==> src/hdl/owbm_pkg.sv <==
`default_nettype none

package owbm_pkg;

  localparam int BITS_PER_BYTE = 8;
  localparam logic [9:0] READ_RECOVERY_TIME = 10'd53;

  localparam int NUM_REGS = 8;
  localparam int ADDR_W = 5;

  localparam logic [9:0] RESET_LOW_DEF     = 10'd480;
  localparam logic [9:0] RESET_RELEASE_DEF = 10'd410;
  localparam logic [9:0] ONE_LOW_DEF       = 10'd10;
  localparam logic [9:0] ONE_HIGH_DEF      = 10'd55;
  localparam logic [9:0] ZERO_LOW_DEF      = 10'd65;
  localparam logic [9:0] ZERO_HIGH_DEF     = 10'd5;
  localparam logic [9:0] READ_LOW_DEF      = 10'd3;
  localparam logic [9:0] READ_SAMPLE_DEF   = 10'd10;

  typedef enum logic [2:0] {
    REG_RESET_LOW     = 3'd0,
    REG_RESET_RELEASE = 3'd1,
    REG_ONE_LOW       = 3'd2,
    REG_ONE_HIGH      = 3'd3,
    REG_ZERO_LOW      = 3'd4,
    REG_ZERO_HIGH     = 3'd5,
    REG_READ_LOW      = 3'd6,
    REG_READ_SAMPLE   = 3'd7
  } reg_idx_t;

  typedef enum logic [1:0] {
    OP_NONE  = 2'd0,
    OP_RESET = 2'd1,
    OP_WRITE = 2'd2,
    OP_READ  = 2'd3
  } op_t;

  typedef enum logic [5:0] {
    PH_IDLE     = 6'b000001,
    PH_WAITHIGH = 6'b000010,
    PH_LOW      = 6'b000100,
    PH_HIGH     = 6'b001000,
    PH_SAMPLE   = 6'b010000,
    PH_RECOVER  = 6'b100000
  } phase_t;

  typedef struct packed {
    logic [9:0] reset_low_time;
    logic [9:0] reset_release_time;
    logic [9:0] one_low_time;
    logic [9:0] one_high_time;
    logic [9:0] zero_low_time;
    logic [9:0] zero_high_time;
    logic [9:0] read_low_time;
    logic [9:0] read_sample_delay;
  } cfg_t;

  typedef struct packed {
    logic [1:0] req_type;
    logic [7:0] tx_byte;
    logic       line_in;
  } item_t;

  typedef struct packed {
    logic       drive_low;
    logic       busy_res;
    logic       done_res;
    logic [7:0] rx_byte;
  } res_t;

  function automatic logic [9:0] dur_of(input logic [9:0] v);
    return (v == 10'd0) ? 10'd1 : v;
  endfunction

endpackage

`default_nettype wire

==> src/hdl/one_wire_byte_master_core.sv <==
// Single-wire bus master, one request per microsecond tick. Every accepted request
// yields exactly one result: the drive level for that tick, busy, a done pulse and,
// at the end of a byte read, the received byte. Throughput is one request per clock
// cycle while out_stall is low; each request goes from an input register through the
// timing state machine into a result register. out_stall holds the result register and
// backs up into in_stall. Bus timings are set through eight 10-bit registers at byte
// addresses 0x00 to 0x1C; write them only while no operation is running.
`default_nettype none

module one_wire_byte_master_core #(
  parameter logic [9:0] READ_RECOVERY_TIME = owbm_pkg::READ_RECOVERY_TIME,
  parameter int         BITS_PER_BYTE      = owbm_pkg::BITS_PER_BYTE
) (
  input  wire logic                        clk,
  input  wire logic                        rst_n,
  input  wire logic                        in_valid,
  output logic                             in_stall,
  input  wire logic [1:0]                  in_req_type,
  input  wire logic [7:0]                  in_tx_byte,
  input  wire logic                        in_line_in,
  output logic                             out_valid,
  input  wire logic                        out_stall,
  output logic                             out_drive_low,
  output logic                             out_busy_res,
  output logic                             out_done_res,
  output logic [7:0]                       out_rx_byte,
  input  wire logic                        cfg_psel,
  input  wire logic                        cfg_penable,
  input  wire logic                        cfg_pwrite,
  input  wire logic [owbm_pkg::ADDR_W-1:0] cfg_paddr,
  input  wire logic [31:0]                 cfg_pwdata,
  output logic [31:0]                      cfg_prdata,
  output logic                             cfg_pready
);

  owbm_pkg::cfg_t  cfg;
  owbm_pkg::item_t item_r;
  owbm_pkg::res_t  res;
  owbm_pkg::res_t  res_r;
  logic            in_vld_r;
  logic            out_vld_r;
  logic            advance;
  logic            step;

  assign advance  = !out_vld_r || !out_stall;
  assign step     = in_vld_r && advance;
  assign in_stall = in_vld_r && !advance;

  owbm_cfg u_cfg (
    .clk         (clk),
    .rst_n       (rst_n),
    .cfg_psel    (cfg_psel),
    .cfg_penable (cfg_penable),
    .cfg_pwrite  (cfg_pwrite),
    .cfg_paddr   (cfg_paddr),
    .cfg_pwdata  (cfg_pwdata),
    .cfg_prdata  (cfg_prdata),
    .cfg_pready  (cfg_pready),
    .cfg         (cfg)
  );

  owbm_fsm #(
    .READ_RECOVERY_TIME (READ_RECOVERY_TIME),
    .BITS_PER_BYTE      (BITS_PER_BYTE)
  ) u_fsm (
    .clk   (clk),
    .rst_n (rst_n),
    .step  (step),
    .item  (item_r),
    .cfg   (cfg),
    .res   (res)
  );

  always_ff @(posedge clk) begin
    if (!rst_n) begin
      in_vld_r <= 1'b0;
    end else if (!in_stall) begin
      in_vld_r <= in_valid;
    end
  end

  always_ff @(posedge clk) begin
    if (in_valid && !in_stall) begin
      item_r.req_type <= in_req_type;
      item_r.tx_byte  <= in_tx_byte;
      item_r.line_in  <= in_line_in;
    end
  end

  always_ff @(posedge clk) begin
    if (!rst_n) begin
      out_vld_r <= 1'b0;
    end else if (advance) begin
      out_vld_r <= in_vld_r;
    end
  end

  always_ff @(posedge clk) begin
    if (step) begin
      res_r <= res;
    end
  end

  assign out_valid     = out_vld_r;
  assign out_drive_low = res_r.drive_low;
  assign out_busy_res  = res_r.busy_res;
  assign out_done_res  = res_r.done_res;
  assign out_rx_byte   = res_r.rx_byte;

endmodule

`default_nettype wire

==> src/hdl/owbm_cfg.sv <==
`default_nettype none

module owbm_cfg (
  input  wire logic                        clk,
  input  wire logic                        rst_n,
  input  wire logic                        cfg_psel,
  input  wire logic                        cfg_penable,
  input  wire logic                        cfg_pwrite,
  input  wire logic [owbm_pkg::ADDR_W-1:0] cfg_paddr,
  input  wire logic [31:0]                 cfg_pwdata,
  output logic [31:0]                      cfg_prdata,
  output logic                             cfg_pready,
  output owbm_pkg::cfg_t                   cfg
);

  owbm_pkg::cfg_t     cfg_r;
  owbm_pkg::reg_idx_t idx;
  logic               wr_en;
  logic [9:0]         wdata;
  logic [9:0]         rdata;

  assign cfg_pready = 1'b1;
  assign idx        = owbm_pkg::reg_idx_t'(cfg_paddr[owbm_pkg::ADDR_W-1:2]);
  assign wr_en      = cfg_psel && cfg_penable && cfg_pwrite && cfg_pready;
  assign wdata      = cfg_pwdata[9:0];
  assign cfg        = cfg_r;

  always_ff @(posedge clk) begin
    if (!rst_n) begin
      cfg_r.reset_low_time     <= owbm_pkg::RESET_LOW_DEF;
      cfg_r.reset_release_time <= owbm_pkg::RESET_RELEASE_DEF;
      cfg_r.one_low_time       <= owbm_pkg::ONE_LOW_DEF;
      cfg_r.one_high_time      <= owbm_pkg::ONE_HIGH_DEF;
      cfg_r.zero_low_time      <= owbm_pkg::ZERO_LOW_DEF;
      cfg_r.zero_high_time     <= owbm_pkg::ZERO_HIGH_DEF;
      cfg_r.read_low_time      <= owbm_pkg::READ_LOW_DEF;
      cfg_r.read_sample_delay  <= owbm_pkg::READ_SAMPLE_DEF;
    end else if (wr_en) begin
      case (idx)
        owbm_pkg::REG_RESET_LOW:     cfg_r.reset_low_time     <= wdata;
        owbm_pkg::REG_RESET_RELEASE: cfg_r.reset_release_time <= wdata;
        owbm_pkg::REG_ONE_LOW:       cfg_r.one_low_time       <= wdata;
        owbm_pkg::REG_ONE_HIGH:      cfg_r.one_high_time      <= wdata;
        owbm_pkg::REG_ZERO_LOW:      cfg_r.zero_low_time      <= wdata;
        owbm_pkg::REG_ZERO_HIGH:     cfg_r.zero_high_time     <= wdata;
        owbm_pkg::REG_READ_LOW:      cfg_r.read_low_time      <= wdata;
        owbm_pkg::REG_READ_SAMPLE:   cfg_r.read_sample_delay  <= wdata;
        default: ;
      endcase
    end
  end

  always_comb begin
    case (idx)
      owbm_pkg::REG_RESET_LOW:     rdata = cfg_r.reset_low_time;
      owbm_pkg::REG_RESET_RELEASE: rdata = cfg_r.reset_release_time;
      owbm_pkg::REG_ONE_LOW:       rdata = cfg_r.one_low_time;
      owbm_pkg::REG_ONE_HIGH:      rdata = cfg_r.one_high_time;
      owbm_pkg::REG_ZERO_LOW:      rdata = cfg_r.zero_low_time;
      owbm_pkg::REG_ZERO_HIGH:     rdata = cfg_r.zero_high_time;
      owbm_pkg::REG_READ_LOW:      rdata = cfg_r.read_low_time;
      owbm_pkg::REG_READ_SAMPLE:   rdata = cfg_r.read_sample_delay;
      default:                     rdata = 10'd0;
    endcase
  end

  assign cfg_prdata = {22'd0, rdata};

endmodule

`default_nettype wire

==> src/hdl/owbm_fsm.sv <==
`default_nettype none

module owbm_fsm #(
  parameter logic [9:0] READ_RECOVERY_TIME = owbm_pkg::READ_RECOVERY_TIME,
  parameter int         BITS_PER_BYTE      = owbm_pkg::BITS_PER_BYTE
) (
  input  wire logic            clk,
  input  wire logic            rst_n,
  input  wire logic            step,
  input  wire owbm_pkg::item_t item,
  input  wire owbm_pkg::cfg_t  cfg,
  output owbm_pkg::res_t       res
);

  localparam logic [3:0] BIT_LIMIT = 4'(BITS_PER_BYTE);

  owbm_pkg::phase_t phase_r, phase_nxt;
  owbm_pkg::op_t    op_r, op_nxt;
  logic [9:0]       tc_r, tc_nxt;
  logic [2:0]       bi_r, bi_nxt;
  logic [7:0]       sb_r, sb_nxt;

  always_comb begin
    owbm_pkg::op_t req;
    logic          cur;
    logic          done;
    logic          drive;
    logic [9:0]    dur;
    logic [9:0]    tc_inc;
    logic [3:0]    nb;

    req       = owbm_pkg::op_t'(item.req_type);
    phase_nxt = phase_r;
    op_nxt    = op_r;
    tc_nxt    = tc_r;
    bi_nxt    = bi_r;
    sb_nxt    = sb_r;
    done      = 1'b0;
    drive     = 1'b0;
    dur       = 10'd1;
    nb        = {1'b0, bi_r} + 4'd1;

    if (phase_r == owbm_pkg::PH_IDLE && req != owbm_pkg::OP_NONE) begin
      op_nxt = req;
      tc_nxt = 10'd0;
      bi_nxt = 3'd0;
      if (req == owbm_pkg::OP_RESET) begin
        phase_nxt = owbm_pkg::PH_WAITHIGH;
      end else begin
        sb_nxt    = (req == owbm_pkg::OP_WRITE) ? item.tx_byte : 8'd0;
        phase_nxt = owbm_pkg::PH_LOW;
      end
    end

    cur    = sb_nxt[bi_nxt];
    tc_inc = tc_nxt + 10'd1;

    case (phase_nxt)
      owbm_pkg::PH_WAITHIGH: begin
        if (item.line_in) begin
          phase_nxt = owbm_pkg::PH_LOW;
          tc_nxt    = 10'd0;
        end
      end
      owbm_pkg::PH_LOW: begin
        drive = 1'b1;
        if (op_nxt == owbm_pkg::OP_RESET) begin
          dur = owbm_pkg::dur_of(cfg.reset_low_time);
        end else if (op_nxt == owbm_pkg::OP_WRITE) begin
          dur = owbm_pkg::dur_of(cur ? cfg.one_low_time : cfg.zero_low_time);
        end else begin
          dur = owbm_pkg::dur_of(cfg.read_low_time);
        end
        tc_nxt = tc_inc;
        if (tc_inc >= dur) begin
          tc_nxt    = 10'd0;
          phase_nxt = (op_nxt == owbm_pkg::OP_READ) ? owbm_pkg::PH_SAMPLE
                                                    : owbm_pkg::PH_HIGH;
        end
      end
      owbm_pkg::PH_HIGH: begin
        if (op_nxt == owbm_pkg::OP_RESET) begin
          dur = owbm_pkg::dur_of(cfg.reset_release_time);
        end else begin
          dur = owbm_pkg::dur_of(cur ? cfg.one_high_time : cfg.zero_high_time);
        end
        tc_nxt = tc_inc;
        if (tc_inc >= dur) begin
          tc_nxt = 10'd0;
          if (op_nxt == owbm_pkg::OP_RESET || nb >= BIT_LIMIT) begin
            done = 1'b1;
          end else begin
            bi_nxt    = nb[2:0];
            phase_nxt = owbm_pkg::PH_LOW;
          end
        end
      end
      owbm_pkg::PH_SAMPLE: begin
        dur    = owbm_pkg::dur_of(cfg.read_sample_delay);
        tc_nxt = tc_inc;
        if (tc_inc >= dur) begin
          if (item.line_in) begin
            sb_nxt[bi_nxt] = 1'b1;
          end
          tc_nxt    = 10'd0;
          phase_nxt = owbm_pkg::PH_RECOVER;
        end
      end
      owbm_pkg::PH_RECOVER: begin
        dur    = owbm_pkg::dur_of(READ_RECOVERY_TIME);
        tc_nxt = tc_inc;
        if (tc_inc >= dur) begin
          tc_nxt = 10'd0;
          if (nb >= BIT_LIMIT) begin
            done = 1'b1;
          end else begin
            bi_nxt    = nb[2:0];
            phase_nxt = owbm_pkg::PH_LOW;
          end
        end
      end
      default: begin
        phase_nxt = owbm_pkg::PH_IDLE;
      end
    endcase

    res.drive_low = drive;
    res.done_res  = done;
    res.rx_byte   = (done && op_nxt == owbm_pkg::OP_READ) ? sb_nxt : 8'd0;
    if (done) begin
      phase_nxt = owbm_pkg::PH_IDLE;
      op_nxt    = owbm_pkg::OP_NONE;
      tc_nxt    = 10'd0;
      bi_nxt    = 3'd0;
    end
    res.busy_res = (phase_nxt != owbm_pkg::PH_IDLE);
  end

  always_ff @(posedge clk) begin
    if (!rst_n) begin
      phase_r <= owbm_pkg::PH_IDLE;
      op_r    <= owbm_pkg::OP_NONE;
      tc_r    <= 10'd0;
      bi_r    <= 3'd0;
      sb_r    <= 8'd0;
    end else if (step) begin
      phase_r <= phase_nxt;
      op_r    <= op_nxt;
      tc_r    <= tc_nxt;
      bi_r    <= bi_nxt;
      sb_r    <= sb_nxt;
    end
  end

endmodule

`default_nettype wire

==> config.mk <==
export PLATFORM = sky130hd
export DESIGN_NAME = one_wire_byte_master_core
export DESIGN_NICKNAME = d
export VERILOG_FILES = /design/src/hdl/owbm_pkg.sv /design/src/hdl/one_wire_byte_master_core.sv /design/src/hdl/owbm_cfg.sv /design/src/hdl/owbm_fsm.sv
export SDC_FILE = /design/constraint.sdc
export NUM_CORES = 1
export LEC_CHECK = 0
export ABC_AREA = 1
export ABC_CLOCK_PERIOD_IN_PS = 9650
export BUFFER_PORTS_ARGS = -buffer_cell sky130_fd_sc_hd__buf_2
export CORE_UTILIZATION = 35
export CTS_CLUSTER_SIZE = 14
export DETAILED_ROUTE_END_ITERATION = 8
export PLACE_DENSITY_LB_ADDON = 0.08
export SLEW_MARGIN = 20
export SYNTH_ARGS = -nofsm -noshare
export SYNTH_HDL_FRONTEND = slang
export SYNTH_SLANG_ARGS = --single-unit
==> constraint.sdc <==
create_clock -name clk -period 9.65 [get_ports clk]
set_clock_uncertainty 0.1 [all_clocks]
set_input_delay 1.93 -clock clk [delete_from_list [all_inputs] [get_ports clk]]
set_output_delay 1.93 -clock clk [all_outputs]
set_load 0.02 [all_outputs]
==> summary.txt, run 1 <==
Outcome
  • Result of the run: finished, final reports clean

Logic synthesis
  • Average footprint of a synthesized cell: 7.03 um^2
  • Proportion of netlist area held by the largest area contributor: 0.268
  • Number of distinct library cell variants in the gate-level netlist after synthesis: 47
  • Cell accounting for the most synthesized area: sky130_fd_sc_hd__dfxtp_1
  • Sequential fraction of the synthesis area: 0.347
  • Yosys warnings: 0
  • Number of flip-flops and latches in the synthesized netlist: approximately 130
  • Cell types occupying the most area after synthesis: sky130_fd_sc_hd__dfxtp_1, sky130_fd_sc_hd__nand2_1, sky130_fd_sc_hd__edfxtp_1
  • Summed instance area of the synthesized netlist: between 8000 and 9000 um^2
  • Mapped Cells: 1182

Clock tree
  • Number of buffers between clock root and the deepest sink: 2
  • Number of post-CTS setup repair buffers: 0
  • Num Clock Sinks: 133
  • Number of buffers inserted for hold repair after clock tree synthesis: 0
  • Clock root buffer: sky130_fd_sc_hd__clkbuf_16
  • Level count of the clock H-tree: 4
  • CTS buffer count: 17
  • Clock slew at reported path FFs: 60 ps
  • Post-cts repair resize count: 0
  • Later-pin clock latency in the skew report: about 430 ps
  • TritonCTS clock tree: done

Worst hold path
  • Hold crit path type: register to register
  • Hold path startpoint: u_fsm.tc_r[8]

Floorplan
  • Number of placement rows: 55
  • Die Height: 156 um
  • Die width: 156 um
  • Core Area: approximately 23000 um^2
  • Die footprint: 24300 um^2
  • Starting density of the core: 0.361
  • I/O pin cnt: slightly above 100

Global routing
  • GRT Resource Usage Total: 0.228
  • Global-route wire length before repair: ~42000 um
  • Maximum number of pins on one net before global-route repair: 81
  • Global route overflow: 0
  • Number of antenna violations at the first check in global routing: 0
  • Via count of the first global-routing pass: about 7.1k

Pwr
  • Net switching power of the design: about 550 uW
  • Comb pwr share: 0.210
  • Net switching fraction of the power: 0.351
  • Leakage power summed over all cells: 0.00417 uW
  • Worst ir drop on vdd: ~0.089 mV
  • Power density of the placed cells: roughly 170 nW/um^2
  • Clock network fraction of design power: 0.412
  • P_int: 1010 uW
  • Relative contribution of sequential cells to total power: 0.379
  • Total power consumption of the routed design: roughly 1600 uW

Route
  • Residual DRC: 0
  • First-pass DRT Iterations: 5
  • 1st-iter DRT viols: 794
  • Drt total wl: 26800 um
  • Post-detailed-route via-to-cell ratio: 5.13
  • Average wire length per cell after detail routing: 17.4 um
  • Vias after detailed routing: between 7k and 8k
  • Antenna viol nets, final: 0

Timing
  • # setup viols final: 0
  • Final critical delay including setup and external delays: 5660 ps
  • Worst-case headroom to the max-slew limit: 0.444
  • Accumulated negative setup slack: 0 ps
  • Setup repair after global routing missed its margin: no
  • Maximum frequency from static timing analysis: 177 MHz
  • Worst-Margin Slew: 835 ps
  • Hold Vio Cnt, Final: 0
  • Count of pins over their slew limit: 0
  • Share of the cycle needed by the critical path after routing: 0.586

Worst setup path
  • Required time of the critical path: ~7600 ps
  • Worst stage delay on the critical path: 480 ps
  • Cell-by-cell trace of the critical path: buf_2 > inv_1 > nor3_1 > inv_1 > o22ai_1 > a221oi_1 > o211ai_1 > buf_2
  • Launch point of the critical path: cfg_paddr[4]
  • Worst-path cell with the longest stage delay: sky130_fd_sc_hd__nor3_1
  • Reg-to-reg critical path startpoint: item_r[10]
  • CP startpoint kind: primary input
  • Critical Path Sink Type: output port
  • Type of the setup path with the least slack: primary input to output port
  • Arr. time, crit path: 3630 ps
  • Maximum fanout along the worst path: 8

Cells and area
  • Summed area of non-filler cells in the final layout: 9280 um^2
  • Commonest non-fill, non-tap cells in the layout: sky130_fd_sc_hd__nand2_1, sky130_fd_sc_hd__inv_1, sky130_fd_sc_hd__a21oi_1
  • Sequential cell area: ~2900 um^2
  • Most common cell after layout, fill and taps aside: sky130_fd_sc_hd__nand2_1
  • Multi-input combinational cell area: 4450 um^2
  • Filler Cell Count: 2512
  • Synth-to-layout area growth: 11.7%
  • Final #Nets: 1305
  • Ratio of cells with drive above 1 in the final layout: 0.125
  • Antenna cell count: 0

Job
  • Reported max-cap violation count: 0

Placement
  • Half-perimeter wire length after detailed placement: 19700 um
  • Placed Area: 8720 um^2
  • RePlAce Congestion: 0.876
  • Number of buffer cells added on primary ports: 53
-- worst max-delay path, delay by kind of cell --
family	cells	cell delay, ps
AND/OR/NAND/NOR	1	480
AO/OA/AOI/OAI	3	490
buffers and inverters	4	730
-- metal layers --
layer  global-route usage  vias to the layer above  wire length (um)
li1                     -                     4000                 -
met1                0.341                     3649             13600
met2                0.332                      234             11300
met3               0.0414                       25              1530
met4               0.0579                        0               347
met5                    0                        -                 0
-- registers in the layout (all words and copies together) (netlist names) --
signal,flops
u_fsm.bi_r,3
u_fsm.phase_r,6
in_vld_r,1
u_fsm.sb_r,8
out_done_res,1
u_cfg.cfg,80
out_busy_res,1
out_valid,1
out_rx_byte,8
item_r,11
u_fsm.op_r,2
out_drive_low,1
u_fsm.tc_r,10
-- cell type report --
type,instances,share of cell area
Timing Repair Buffer,60,0.0343
Clock buffer,17,0.0459
Inverter,180,0.0731
Clock inverter,15,0.0144
Sequential cell,133,0.311
Tap cell,313,0.0422
Multi-Input combinational cell,825,0.479
-- cells in the mapped netlist, drive strengths merged --
cell type,instances
o211a,1
nand3b,1
nand3,67
ha,33
nand4,16
nor2,126
a221oi,10
dfxtp,111
inv,177
mux2i,1
nor3,7
and3,1
a21oi,115
buf,33
edfxtp,22
conb,2
o21ai,112
o31ai,2
a311oi,1
a22oi,1
o221ai,8
or2,1
clkbuf,32
nand2,226
nor4,5
clkinv,3
o22ai,25
xor2,1
o211ai,37
o21a,3
a31oi,2
-- stage by stage --
step	setup WS [ps]	hold WS, ps	cells	utilization
after floorplan	4540	342	1203	-
after global placement	4030	352	1511	0.379
after detailed placement	4040	358	1511	0.379
after CTS	4030	369	1543	0.404
after global routing	3890	397	1543	0.404
final	3990	364	1543	0.404
-- final timing paths --
path | to | slack, ps | cells after the start
setup / recovery | cfg_prdata[3] | 3990 | 8
hold / removal | u_fsm.tc_r[8] | 360 | 2
setup reg to reg | out_rx_byte[6] | 4810 | 22
hold reg to reg | u_fsm.tc_r[8] | 360 | 2
-- logic make-up after synthesis --
kind of cell	count (synthesis)	share of synthesized area
XOR/XNOR	1	0.00105
buffers and inverters	245	0.128
other	2	0.000904
AO/OA/AOI/OAI	317	0.220
AND/OR/NAND/NOR	450	0.252
multiplexers	1	0.00121
flip-flops	133	0.347
adder cells (fa/ha/maj)	33	0.0497
-- power by group through the flow --
stage | clock network [uW] | logic, uW | registers (uW)
final | 643 | 328 | 591
after global routing | 677 | 367 | 593
after CTS | 656 | 327 | 591
after detailed placement | 0 | 326 | 603
after global placement | 0 | 324 | 603
after floorplan | 0 | 242 | 604
Note: power is estimated with default switching activity, not from simulation.
==> inputs of run 2 (changes only) <==
ABC_CLOCK_PERIOD_IN_PS = 5900   (was 9650)
clock period = 5.9 ns   (was 9.65 ns; I/O delays follow)
==> run 2 against run 1 <==
  * First-iteration DRC count fell by 14%
  * Final area rose by 0.47%
  * Critical path depth grew 17
  * Total power rose by 66%
  * Utilization rose by 0.19 points
  * Sequential share of layout area fell by 0.15 points
  * Worst hold slack improved by 1.1 ps
  * Global-route usage is 0.47 points lower
  * Sequential power rose by 63%
  * Wire length shrank 1.2%
  * Register-to-register slack got worse by 3700 ps
  * Highest routed layer unchanged
==> summary.txt, run 2 (synthesis results as in run 1) <==
Route
  • Post-detailed-route via-to-cell ratio: 5.08 (-0.92%)
  • 1st-iter DRT viols: 682 (-14%)
  • Residual DRC: 0 (unchanged)
  • Drt total wl: 26500 um (-1.2%)
  • Antenna viol nets, final: 0 (unchanged)
  • Average wire length per cell after detail routing: 17.2 um (-1.2%)
  • First-pass DRT Iterations: 7 (+2)
  • Vias after detailed routing: 7840 (-0.86%)

Cells and area
  • Commonest non-fill, non-tap cells in the layout: sky130_fd_sc_hd__nand2_1, sky130_fd_sc_hd__inv_1, sky130_fd_sc_hd__a21oi_1
  • Synth-to-layout area growth: 12.2%
  • Number of non-filler instances in the completed layout: 1544 (+0.065%)
  • Antenna cell count: 0 (unchanged)
  • Ratio of cells with drive above 1 in the final layout: 0.126 (+0.000711)
  • Number of flip-flops under the largest register name: 80 (unchanged)
  • Most common cell after layout, fill and taps aside: sky130_fd_sc_hd__nand2_1
  • Final #Nets: 1306 (+0.077%)

Timing
  • # setup viols final: 0 (unchanged)
  • Setup repair after global routing missed its margin: no
  • Worst-Margin Slew: 782 ps (-52.4 ps)
  • Final critical delay including setup and external delays: between 4000 and 5000 ps
  • Hold Vio Cnt, Final: 0 (unchanged)
  • Worst path setup slack after routing: 1120 ps (-2880 ps)
  • Share of the cycle needed by the critical path after routing: 0.811
  • Maximum frequency from static timing analysis: 209 MHz
  • Count of pins over their slew limit: 0 (unchanged)
  • Accumulated negative setup slack: 0 ps (unchanged)
  • Worst-case headroom to the max-slew limit: 0.479 (+0.0349)

Global routing
  • Number of antenna violations at the first check in global routing: 0 (unchanged)
  • Global route overflow: 0 (unchanged)
  • GRT Resource Usage Total: 0.224 (-0.00466)
  • Global-route wire length before repair: 41000 um (-1.8%)
  • Via count of the first global-routing pass: 7065 (-0.91%)
  • Maximum number of pins on one net before global-route repair: 80 (-1.2%)

Worst setup path
  • CP startpoint kind: register
  • Required time of the critical path: 6160 ps (-1460 ps)
  • Reg-to-reg critical path startpoint: item_r[10]
  • Type of the setup path with the least slack: register to register
  • Arr. time, crit path: 5040 ps (+1410 ps)
  • Maximum fanout along the worst path: 12 (+4)
  • Number of cell instances on the worst register-to-register path: 25 (+14%)
  • Launch point of the critical path: item_r[10]
  • Critical Path Sink Type: register

Clock tree
  • Post-cts repair resize count: 0 (unchanged)
  • CTS buffer count: 17 (unchanged)
  • Level count of the clock H-tree: 4 (unchanged)
  • Later-pin clock latency in the skew report: 430 ps (about the same)
  • Number of post-CTS setup repair buffers: 0 (unchanged)
  • Number of buffers inserted for hold repair after clock tree synthesis: 0 (unchanged)
  • Clock slew at reported path FFs: 70 ps (about the same)
  • Clock root buffer: sky130_fd_sc_hd__clkbuf_16
  • TritonCTS clock tree: done
  • Num Clock Sinks: 133 (unchanged)
  • Number of buffers between clock root and the deepest sink: 2 (unchanged)

Job
  • Reported max-cap violation count: 0 (unchanged)

Outcome
  • Result of the run: finished, final reports clean

Pwr
  • Leakage power summed over all cells: 0.00419 uW (+0.45%)
  • Power density of the placed cells: 277 nW/um^2 (+65%)
  • Worst ir drop on vdd: 0.172 mV (+94%)

Placement
  • RePlAce Congestion: 0.895 (+2.1%)
  • Pre-CTS setup slack: 1090 ps (-2940 ps)
  • Half-perimeter wire length after detailed placement: 19800 um (about the same)
  • Number of buffer cells added on primary ports: 53 (unchanged)
  • Placed cell count: 1512 (+0.066%)

Floorplan
  • Starting density of the core: 0.361 (unchanged)
  • Core Area: 23000 um^2 (unchanged)
  • Die width: 156 um (unchanged)
  • Number of placement rows: 55 (unchanged)
  • Die footprint: 24300 um^2 (unchanged)
  • I/O pin cnt: 101 (unchanged)
  • Die Height: 156 um (unchanged)

Worst hold path
  • Hold crit path type: register to register
  • Hold path startpoint: u_fsm.tc_r[8]
  • Cell count of the worst hold path: 2 (unchanged)
run 2: cell count changes in the layout (fill, tap and decap cells not counted), sizes merged:
cell | previous run | this run
buf | 60 | 61
inv | 187 | 184
clkbuf | 17 | 19
clkinv | 6 | 7
run 2: through the flow:
stage / hold slack, ps / power, uW / cell area, um^2 / util
6_report: 365 / 2580 / 9320 / 0.406
5_1_grt: 386 / 2710 / 9320 / 0.406
4_1_cts: 368 / 2600 / 9320 / 0.406
3_5_place_dp: 358 / 1520 / 8730 / 0.380
3_3_place_gp: 352 / 1520 / 8730 / 0.380
2_1_floorplan: 342 / 1380 / 8380 / -
run 2: path summary, 6_finish.rpt:
path                        end  slack (ps)
hold / removal    u_fsm.tc_r[8]         360
setup / recovery  u_fsm.tc_r[3]        1120
hold reg to reg   u_fsm.tc_r[8]         360
setup reg to reg  u_fsm.tc_r[3]        1120
run 2: per-layer routing:
layer  track usage  part of all wire
met5             0                 0
met2         0.329              0.43
met4        0.0546             0.012
met3        0.0369             0.048
met1         0.335              0.51
run 2: layout make-up:
type,count,area [um^2]
Fill cell,2496,13700
Clock inverter,13,131
Timing Repair Buffer,61,325
Multi-Input combinational cell,825,4450
Inverter,180,678
Sequential cell,133,2880
Tap cell,313,392
Clock buffer,19,464
run 2: critical path, cell delays in order, from the launching register on:
cell,delay (ps)
sky130_fd_sc_hd__edfxtp_1,500
sky130_fd_sc_hd__inv_2,60
sky130_fd_sc_hd__nand2_1,100
sky130_fd_sc_hd__nand2_2,90
sky130_fd_sc_hd__nor2_8,240
sky130_fd_sc_hd__nand2_2,220
sky130_fd_sc_hd__o21ai_1,220
sky130_fd_sc_hd__inv_2,80
sky130_fd_sc_hd__nor2_1,360
sky130_fd_sc_hd__inv_1,310
sky130_fd_sc_hd__nand2_1,260
sky130_fd_sc_hd__o221ai_1,210
sky130_fd_sc_hd__ha_1,350
sky130_fd_sc_hd__nand2_1,110
sky130_fd_sc_hd__nor2_1,70
sky130_fd_sc_hd__o211ai_1,90
sky130_fd_sc_hd__nand3_1,90
sky130_fd_sc_hd__a31oi_1,370
sky130_fd_sc_hd__inv_1,150
sky130_fd_sc_hd__o21ai_2,180
sky130_fd_sc_hd__nor2_1,80
sky130_fd_sc_hd__nand2_2,140
sky130_fd_sc_hd__nand2_1,70
sky130_fd_sc_hd__nand2_1,70
sky130_fd_sc_hd__nand2_1,70
sky130_fd_sc_hd__a21oi_1,120
run 2: report_power, final:
group / internal (uW) / leakage [uW] / switching, uW
combinational: 152 / 0.00279 / 384
sequential: 949 / 0.00111 / 17.1
clock: 595 / 0.000286 / 487
==> inputs of run 3 (changes only) <==
ABC_CLOCK_PERIOD_IN_PS = 4100   (was 5900)
clock period = 4.1 ns   (was 5.9 ns; I/O delays follow)
==> run 3 against run 2 <==
  * Total power grew 52%
  * Die area is the same
  * Wire length grew 3.8%
  * Via count grew 2.6%
  * Final area grew 6.9%
  * First-iteration DRC count grew 9.5%
  * Register-to-register slack lost 880 ps
  * Fmax grew 24%
  * Utilization grew 2.8 points
  * Sequential power grew 44%
  * Non-clock buffer count grew 46
  * Critical path type unchanged
==> summary.txt, run 3 (synthesis results as in run 1) <==
Global routing
  • Maximum number of pins on one net before global-route repair: 80 (unchanged)
  • GRT Resource Usage Total: 0.228 (+0.00431)
  • Number of antenna violations at the first check in global routing: 0 (unchanged)
  • Global route overflow: 0 (unchanged)
  • Global-route wire length before repair: 41700 um (+1.8%)
  • Via count of the first global-routing pass: 7314 (+3.5%)

Route
  • Vias after detailed routing: 8044 (+2.6%)
  • Routed met2 length: 11800 um (+4.5%)
  • Drt total wl: 27500 um (+3.8%)
  • Antenna viol nets, final: 0 (unchanged)
  • Met1 Routed Length: 13700 um (+0.77%)
  • 1st-iter DRT viols: 747 (+9.5%)
  • Average wire length per cell after detail routing: 17.3 um (+0.73%)
  • Top sig layer: met4
  • First-pass DRT Iterations: 5 (-2)
  • WL met3: 1510 um (+19%)
  • Residual DRC: 0 (unchanged)
  • Post-detailed-route via-to-cell ratio: 5.06 (-0.43%)

Clock tree
  • TritonCTS clock tree: done
  • Clock root buffer: sky130_fd_sc_hd__clkbuf_16
  • CTS buffer count: 17 (unchanged)
  • Later-pin clock latency in the skew report: 440 ps (about the same)
  • Num Clock Sinks: 133 (unchanged)
  • Number of buffers between clock root and the deepest sink: 2 (unchanged)
  • Level count of the clock H-tree: 4 (unchanged)
  • Clock slew at reported path FFs: 70 ps (about the same)
  • Number of buffers inserted for hold repair after clock tree synthesis: 0 (unchanged)

Cells and area
  • Commonest non-fill, non-tap cells in the layout: sky130_fd_sc_hd__nand2_1, sky130_fd_sc_hd__inv_1, sky130_fd_sc_hd__a21oi_1
  • Antenna cell count: 0 (unchanged)
  • Most common cell after layout, fill and taps aside: sky130_fd_sc_hd__nand2_1
  • Ratio of cells with drive above 1 in the final layout: 0.193 (+0.0674)
  • Number of flip-flops under the largest register name: 80 (unchanged)
  • Final #Nets: 1353 (+3.6%)
  • Synth-to-layout area growth: 19.9%

Placement
  • Number of buffer cells added on primary ports: 53 (unchanged)
  • RePlAce Congestion: 0.862 (-3.7%)
  • Pre-CTS setup slack: -80.9 ps (-1170 ps)
  • Half-perimeter wire length after detailed placement: 20500 um (+3.6%)

Pwr
  • Worst ir drop on vdd: 0.265 mV (+54%)
  • Power density of the placed cells: 394 nW/um^2 (+42%)
  • Leakage power summed over all cells: 0.00449 uW (+7.1%)

Timing
  • Final Hold Slack: 367 ps (+1.97 ps)
  • Count of pins over their slew limit: 0 (unchanged)
  • # setup viols final: 0 (unchanged)
  • Worst path setup slack after routing: 233 ps (-883 ps)
  • Maximum frequency from static timing analysis: 259 MHz (+24%)
  • Worst-case headroom to the max-slew limit: 0.464 (-0.0143)
  • Worst-Margin Slew: 803 ps (+20.6 ps)
  • Share of the cycle needed by the critical path after routing: 0.943 (+0.132)
  • Setup repair after global routing missed its margin: yes
  • Final critical delay including setup and external delays: 3870 ps (-917 ps)
  • Hold Vio Cnt, Final: 0 (unchanged)

Worst setup path
  • Worst-path cell with the longest stage delay: sky130_fd_sc_hd__edfxtp_1
  • Worst stage delay on the critical path: 450 ps (-50 ps)
  • Setup slack, reg-to-reg: 230 ps (-880 ps)
  • Required time of the critical path: 4370 ps (-1790 ps)
  • Total buffers and inverters traversed by the critical path: 3 (-1)
  • Arr. time, crit path: 4140 ps (-900 ps)
  • Type of the setup path with the least slack: register to register
  • Cell repeated most along the worst path: sky130_fd_sc_hd__nand2_1
  • Family with the most delay on the worst path: simple AND/OR/NAND/NOR gates
  • Maximum fanout along the worst path: 10 (-2)
  • Critical Path Sink Type: register
  • CP startpoint kind: register

Floorplan
  • Die footprint: 24300 um^2 (unchanged)
  • Core Area: 23000 um^2 (unchanged)
  • Die width: 156 um (unchanged)
  • Starting density of the core: 0.361 (unchanged)
  • I/O pin cnt: 101 (unchanged)
  • Number of placement rows: 55 (unchanged)
  • Die Height: 156 um (unchanged)

Job
  • Reported max-cap violation count: 0 (unchanged)

Outcome
  • Result of the run: finished, final reports clean

Worst hold path
  • Hold crit path type: register to register
==> run 3: worst reg2reg max path, delay by kind of cell, from the launching register on <==
kind / cells / cell delay [ps]
AOI/OAI and AO/OA: 8 / 1050
DFF: 1 / 450
adders and majority gates: 1 / 290
buffers and inverters: 3 / 230
and+or+nand+nor: 16 / 1680
==> run 3: where the power goes <==
| part | leakage, uW | internal, uW | switching, uW | total (uW) |
|---|---|---|---|---|
| clock | 0.000289 | 884 | 716 | 1600 |
| sequential | 0.00111 | 1370 | 25.9 | 1390 |
| combinational | 0.00309 | 321 | 606 | 927 |
| total | 0.00449 | 2570 | 1350 | 3920 |
==> run 3: path summary, 6_finish.rpt <==
check | end | cells past startpoint | startpoint
worst min register to register | u_fsm.tc_r[8] | 2 | u_fsm.tc_r[8]
worst min-delay path | u_fsm.tc_r[8] | 2 | u_fsm.tc_r[8]
worst max register to register | u_fsm.tc_r[5] | 28 | item_r[10]
worst max-delay path | u_fsm.tc_r[5] | 28 | item_r[10]
==> run 3: repair_timing <==
item,4_1_cts,5_1_grt
endpoints found under the setup margin,8,35
pin swaps,1,11
setup buffers,0,5
gates resized for setup,4,62
cloned,0,3
==> run 3: routing by layer <==
metal | vias to the layer above | GRT usage
met5 | - | 0
met4 | 0 | 0.0598
met3 | 35 | 0.0419
met2 | 222 | 0.338
met1 | 3702 | 0.334
li1 | 4085 | -
==> run 3: cell type report <==
type	instances	area, um^2
repair buffers	107	729
fillers	2459	13000
multi-input cells	826	4680
clock inverters	14	159
flip-flops and latches	133	2880
clock buffers	18	439
inverters	180	678
well taps	313	392
==> run 3: through the flow <==
step | cells | utilization | power (uW) | setup TNS (ps) | instance area (um^2)
6_report | 1591 | 0.433 | 3920 | 0 | 9960
5_1_grt | 1591 | 0.433 | 4090 | -471 | 9960
4_1_cts | 1583 | 0.419 | 3840 | 0 | 9620
3_5_place_dp | 1551 | 0.392 | 2250 | -297 | 9020
3_3_place_gp | 1551 | 0.392 | 2240 | 0 | 9020
2_1_floorplan | 1203 | - | 1990 | 0 | 8380
